**src/rtl/core/ibt_ram.sv**
```systemverilog
// ----------------------------------------------------------------------------
// ibt_ram
// Generic single-port-write, single-port-read RAM with registered read data.
// ----------------------------------------------------------------------------
`timescale 1ns / 1ps
`default_nettype none

module ibt_ram #(
    parameter int WIDTH = 8,
    parameter int DEPTH = 16
) (
    input  wire logic                                      i_clk,
    input  wire logic                                      i_we,
    input  wire logic [((DEPTH > 1) ? $clog2(DEPTH) : 1)-1:0] i_waddr,
    input  wire logic [WIDTH-1:0]                          i_wdata,
    input  wire logic                                      i_re,
    input  wire logic [((DEPTH > 1) ? $clog2(DEPTH) : 1)-1:0] i_raddr,
    output logic      [WIDTH-1:0]                          o_rdata
);

    logic [WIDTH-1:0] r_mem [DEPTH];

    always_ff @(posedge i_clk) begin
        if (i_we) begin
            r_mem[i_waddr] <= i_wdata;
        end
        if (i_re) begin
            o_rdata <= r_mem[i_raddr];
        end
    end

endmodule

`default_nettype wire

```
**config.mk**
```make
export PLATFORM = sky130hd
export DESIGN_NAME = ibt_ram
export DESIGN_NICKNAME = d
export VERILOG_FILES = /design/src/rtl/core/ibt_ram.sv
export SDC_FILE = /design/constraint.sdc
export NUM_CORES = 1
export LEC_CHECK = 0
export ABC_CLOCK_PERIOD_IN_PS = 3700
export BUFFER_PORTS_ARGS = -buffer_cell sky130_fd_sc_hd__buf_2
export CORE_ASPECT_RATIO = 0.75
export CORE_UTILIZATION = 50
export CTS_CLUSTER_SIZE = 28
export DETAILED_ROUTE_END_ITERATION = 7
export PLACE_DENSITY = 0.67
export SLEW_MARGIN = 20
export SYNTH_ARGS = -nofsm -noshare
export SYNTH_HDL_FRONTEND = slang
export SYNTH_SLANG_ARGS = --single-unit
```
**constraint.sdc**
```tcl
create_clock -name i_clk -period 3.7 [get_ports i_clk]
set_input_delay 0 -clock i_clk [delete_from_list [all_inputs] [get_ports i_clk]]
set_output_delay 0 -clock i_clk [all_outputs]
set_load 0.05 [all_outputs]
```
; ---- Yosys cells after proc, flatten, opt, wreduce, memory -nomap -nowiden
; Memory sizes are Yosys's and may differ from the RTL's. A register that Yosys moved wholly into a read port is not among the register bits.
; Index checks and enable logic that the tools add are counted.
[word_totals]
ram_bits = 128
latchBits = 0
rom_bits = 0
elab_cells = 3
reg_bits = 0
n_memories = 1
[memory_table]
columns = name, depth, word_bits, rd, rd_ports_with_merged_regs, write_ports, line_no
row1 = r_mem, 16, 8, 1, 1, 1, 21  ; logic [WIDTH-1:0] r_mem [DEPTH];
[op_classes]
n_mux = 2
n_div = 0
eq_ne = 0
bitwise_logic = 0
shift = 0
mul = 0
addsub = 0
n_lt_le_gt_ge = 0
reduce_logical = 0
[op_table]
columns = operator, count
row1 = 2-to-1 mux 1 bit, 2

; ---- Depth between registers and ports, before layout
; Gate-level depths: netlist of the first run.
[depth]
depth_word = 2
ltp_mapped = 5
depth_no_buf = 3

; ---- Worst setup path after synthesis of the first run
; Ideal clock, no wire load.
[synth_path]
path_type = input to register
from = input port i_waddr[2] (netlist name)
to = memory r_mem[0][0] (enable)
cell_stages = 2
arrival_ps = 1110
path_buffers = 0
required_ps = 3317
slack_ps = 2207
path_cell_list = or3b_2 > nor3_1
[synth_rtl]
columns = item, line_no
row1 = "start, declared", 14  ; input wire logic [((DEPTH > 1) ? $clog2(DEPTH) : 1)-1:0] i_waddr,
row2 = "end, declared", 21
; Straight into the memory's write port.

==> metrics, run 1 <==
status finished clean; Clock Latency Late Sink between 0.4 and 0.5 ns; Seq cells post-synth 136; total power 3.48 mW; commonest non-fill, non-tap cell in the layout edfxtp_1; min-delay src i_wdata[4]; Placement Cell Area 5470 um^2; Largest stage delay, worst path 0.63 ns; CTS tree done; root buffer cell clkbuf_16; measured slew at the worst slew-check pin 0.964 ns; PostCTS Resize Cnt 0; Post-Syn Instances 229; Post-Syn Area 5230 um^2; RR Startpoint r_mem[14][6]; CTS clk-pin slew, worst paths 0.05 ns; CP top delay family buffers and inverters; DIE HEIGHT 90.6 um; Leak Pwr 2.04 nW; FF-to-FF path depth 3; Hold Path Class in2reg; H-tree lvl count 4; crit path cell chain buf_2 > buf_4 > mux4_1 > a22oi_1 > nand2_1; I/O Buffers 26; grt total ovfl 0; highest-delay cell along the critical path mux4_1; syn nets 248; Max Cap Viol 0; Setup Fix Bufs, Post-CTS 0; synth unique cells 18; Slew HR 0.355; Worst Path Buf+Inv 2; cts bufs inserted 17; final instance area just over 6000 um^2; Yosys Warn Count 0; Post-Synth XOR/XNOR Area 0; die width 120 um; largest family of logic cells by synthesized area multiplexers; global-route wire length before repair between 15 and 20 mm; routed wire length 10.0 mm; Pins Over Slew Limit 0; setup TNS 0 ns; Post-Syn Area per Cell 22.8 um^2; pwr/cell area between 500 and 600 nW/um^2; Area Overhead vs Synth 16.6%; overall via count from detail_route 2470; WL/cell 23.8 um; crit start category primary input; hpwl dp 6.15 mm; vias per cell ~5.9; worst min-delay path endpoint r_mem[4][4]; final period utilization 0.449; GRT Util Overall 0.204; R2R Setup Slk 2.14 ns; Initial Util 0.529; post-route ant nets 0; sequential share of the synthesized area 0.781; Worst Path Required 3.85 ns; Synth Area in Adders 0; vias in the first global route roughly 2.5k; crit-path max FO 17; total iterations of the first detailed-routing run 7; core area 9890 um^2; Worst R2R End o_rdata[6]; RD Place Congestion between 0.7 and 0.8; Synth Area in Compound Gates 0.0230; antenna violations before repair 0; hold depth 1; Hold WS 0.0166 ns; simple-gate share of the synthesized area 0.0314; crit path time final 1.66 ns; diodes inserted 0; worst vdd ir 360 uV; I/O pin cnt 27; skew final between 0.006 and 0.007 ns; RSZ-0062 raised after global routing false; fmax 0.602 GHz; setup violators final 0; number of DRC markers in iteration 0 242; share of layout cells above drive strength 1 0.263; CP arrival 1.81 ns; area of the die 10900 um^2; largest net degree at the start of global routing 33; Longest Clk Path Bufs 2; post-synthesis mux area share 0.148; critical path class in2reg; row count 31; Worst setup EP type flop; Final Hold Vio Count 0; most frequent cells in the layout edfxtp_1 (136), buf_2 (26), mux4_2 (18); Remaining DRCs 0; Nets 296; CTS Sinks 136
==> sequential cells by signal, indices dropped and copies added (netlist names) <==
name,flops
r_mem,128
o_rdata,8
==> through the flow <==
step	instances	util	setup slack [ns]
after floorplan	229	-	2.21
after global placement	382	0.553	1.57
after detailed placement	382	0.553	1.55
after CTS	421	0.616	1.97
after global routing	421	0.616	1.87
final	421	0.616	2.04
==> synthesized netlist by cell type, drive strengths merged <==
master	instances	area share
edfxtp	136	0.78
mux4	32	0.15
a22oi	16	0.023
nor2	13	0.0093
nand2	9	0.0065
buf	7	0.011
nor3	4	0.0038
clkdlybuf4s25	3	0.0057
nand2b	2	0.0024
nand3b	2	0.0029
and2	1	0.0012
and2b	1	0.0014
nand3	1	0.00096
nor2b	1	0.0012
or3b	1	0.0017
==> kinds of logic (layout without fill, tap and decap cells) <==
family / count (synthesis) / in the layout
flops: 136 / 136
simple gates: 35 / 35
mux: 32 / 32
compound gates: 16 / 16
buf+inv: 10 / 70
==> cell type report <==
cell class	count	area, um^2
flip-flops and latches	136	4080
repair buffers	39	248
well taps	132	165
fillers	686	3790
clock inverters	13	113
multi-input cells	83	1060
clock buffers	18	429
==> worst max-delay path by stage <==
stage / start / end / slack [ns] / cells past startpoint
after floorplan: i_waddr[2] / r_mem[0][0] / 2.21 / 2
after global placement: i_raddr[0] / o_rdata[1] / 1.57 / 5
after detailed placement: i_raddr[0] / o_rdata[1] / 1.55 / 5
after CTS: i_raddr[0] / o_rdata[1] / 1.97 / 5
after global routing: i_raddr[0] / o_rdata[1] / 1.87 / 5
final: i_raddr[0] / o_rdata[1] / 2.04 / 5
==> where the power goes <==
group	leakage (nW)	total (mW)	internal, mW	switching (mW)
clock network	0.269	1.55	0.968	0.582
registers	1.24	1.75	1.74	0.00937
logic	0.533	0.184	0.0668	0.117
==> worst register-to-register path, delay by kind of cell (launching register included) <==
family           cells  cell delay (ns)
AO/OA/AOI/OAI        1             0.23
flip-flops           1             0.39
multiplexers         1             0.50
AND/OR/NAND/NOR      1             0.16
==> per-layer routing <==
metal  wire (um)  global-route usage
met5           0                   0
met4          67              0.0552
met3         747              0.0821
met2        4570               0.295
met1        4650               0.287
==> what timing repair did <==
item	CTS	global route
endpoints found under the setup margin	0	0
hold buffers	8	0
hold endpoints to repair	120	0
(Power assumes the default switching activity.)
==> run 2: changes to the inputs <==
- ABC_CLOCK_PERIOD_IN_PS: 3700 -> 1400
- PLACE_DENSITY: 0.67 -> 0.7
- clock period: 3.7 -> 1.4 ns (I/O delays scaled with it)
==> run 2 against run 1 <==
Effect of this change:
- largest power group unchanged
- total power increased to 2.7 times the previous value
- critical path depth down 2
- sequential power rose to 2.6 times the previous value
- non-clock buffer count rose by 21
- clock power rose to 2.8 times the previous value
- the run now ends with setup timing left
- combinational power grew to 3.0 times the previous value
==> metrics, run 2 (synthesis results as in run 1) <==
status finished, violations left; failing checks setup timing; R2R Setup Slk -0.005 ns (-2.15 ns); CTS clk-pin slew, worst paths 0.05 ns (about the same); largest net degree at the start of global routing 17 (-48%); grt total ovfl 0 (unchanged); total iterations of the first detailed-routing run 5 (-2); diodes inserted 0 (unchanged); CTS tree done; vias per cell 5.73 (-2.3%); met3 usage 0.0650 (-0.0170); worst vdd ir 1020 uV (+180%); highest-delay cell along the critical path mux4_2; Setup Fix Bufs, Post-CTS 0 (unchanged); Placement Cell Area 5650 um^2 (+3.3%); Leak Pwr 2.12 nW (+4.2%); Pins Over Slew Limit 0 (unchanged); number of DRC markers in iteration 0 258 (+6.6%); H-tree lvl count 4 (unchanged); skew final 0.00869 ns (+0.00196 ns); CP arrival 1.55 ns (-0.26 ns); overall via count from detail_route 2540 (+2.8%); I/O Buffers 26 (unchanged); Clock Latency Late Sink 0.41 ns (about the same); hpwl dp 6.50 mm (+5.7%); measured slew at the worst slew-check pin 0.904 ns (-0.0603 ns); Slew HR 0.396 (+0.0413); Worst Path Required 1.55 ns (-2.30 ns); post-route ant nets 0 (unchanged); Final Hold Vio Count 0 (unchanged); area of the die 10900 um^2 (unchanged); setup TNS -0.00539 ns (-0.00539 ns); final period utilization 1.00; vias in the first global route 2630 (+4.2%); global-route wire length before repair 15.7 mm (+3.6%); cts bufs inserted 17 (unchanged); Remaining DRCs 0 (unchanged); WL/cell 22.8 um (-4.1%); met2 Resource Use GR 0.282 (-0.0129); largest registers r_mem: 128 flops, o_rdata: 8 flops; I/O pin cnt 27 (unchanged); Nets 317 (+7.1%); core area 9890 um^2 (unchanged); total power 9.43 mW (+170%); row count 31 (unchanged); GRT Util Overall 0.210 (+0.00695); crit start category flop; Worst Path Buf+Inv 0 (-2); root buffer cell clkbuf_16; crit path time final between 1 and 1.5 ns; fmax 0.712 GHz; CP top delay family multiplexers; Longest Clk Path Bufs 2 (unchanged); die width 120 um (unchanged); CTS Sinks 136 (unchanged); RD Place Congestion 0.756 (+3.1%); antenna violations before repair 0 (unchanged); pwr/cell area 1490 nW/um^2 (+160%); setup slack at placement -0.168 ns (-1.72 ns); Biggest register r_mem; crit path cell chain mux4_2 > a22oi_2 > nand2_1; number of flip-flops in the largest register 128 (unchanged); grt peak-use layer met1; commonest non-fill, non-tap cell in the layout edfxtp_1; Area Overhead vs Synth 21.0%; most frequent cells in the layout edfxtp_1 (136), mux4_2 (29), buf_2 (26); DIE HEIGHT 90.6 um (unchanged); met1 usage 0.320 (+0.0328); final instance area 6330 um^2 (+3.8%); RSZ-0062 raised after global routing true; Largest stage delay, worst path 0.49 ns (-0.14 ns); Hold Path Class in2reg; Worst setup EP type flop; Final WS setup -0.00539 ns (-2.04 ns); setup violators final 1 (+1); critical path class reg2reg; Initial Util 0.529 (unchanged); crit-path max FO 1 (-16); routed wire length 10.1 mm (+0.89%); final cell utilization of the core 0.640 (+0.0234); Max Cap Viol 0 (unchanged); share of layout cells above drive strength 1 0.379 (+0.116)
-- run 2: changes by cell type in the layout (fill, tap and decap cells not counted), sizes merged --
cell         delta
dlygate4sd3     +1
bufinv          +1
buf            +20
clkbuf          +2
clkinv          -2
-- run 2: worst paths after layout --
path,cells after the start,start,endpoint
setup / recovery,3,r_mem[11][7],o_rdata[7]
hold / removal,3,i_waddr[0],r_mem[0][5]
setup reg to reg,3,r_mem[11][7],o_rdata[7]
hold reg to reg,3,r_mem[7][3],o_rdata[3]
-- run 2: layout make-up --
| cell class | instances | area (um^2) |
|---|---|---|
| fill | 674 | 3560 |
| tap | 132 | 165 |
| clock inverter | 12 | 133 |
| clock buffer | 20 | 437 |
| timing repair buffer | 60 | 433 |
| multi-input combinational | 83 | 1080 |
| sequential | 136 | 4080 |
-- run 2: per-stage QoR --
| step | hold slack (ns) | cells |
|---|---|---|
| 3_5_place_dp | 0.374 | 402 |
| 6_report | 0.170 | 443 |
| 4_1_cts | 0.151 | 443 |
| 5_1_grt | 0.164 | 443 |
| 3_3_place_gp | 0.364 | 402 |
| 2_1_floorplan | 0.0989 | 229 |
-- run 2: worst register-to-register path, stage by stage (launching register included) --
cell	delay [ns]
edfxtp_1	0.36
mux4_2	0.49
a22oi_2	0.19
nand2_1	0.11
-- run 2: where the power goes --
| group | total, mW | internal, mW | switching (mW) |
|---|---|---|---|
| Sequential | 4.62 | 4.59 | 0.0270 |
| Clock | 4.27 | 2.76 | 1.51 |
| Combinational | 0.545 | 0.221 | 0.324 |
| Total | 9.43 | 7.57 | 1.86 |
-- run 2: repair_timing --
item	4_1_cts	5_1_grt
endpoints found under the setup margin	8	8
hold endpoints to repair	134	0
gates cloned	0	0
hold buffers	9	0
gates resized for setup	9	13
pin swaps	4	5
-- run 2: metal layers --
| metal | part of all wire | routed length [um] | up-vias |
|---|---|---|---|
| li1 | - | - | 1111 |
| met1 | 0.43 | 4370 | 1288 |
| met2 | 0.46 | 4650 | 137 |
| met3 | 0.10 | 1050 | 4 |
| met4 | 0.0048 | 49 | 0 |
| met5 | 0 | 0 | - |
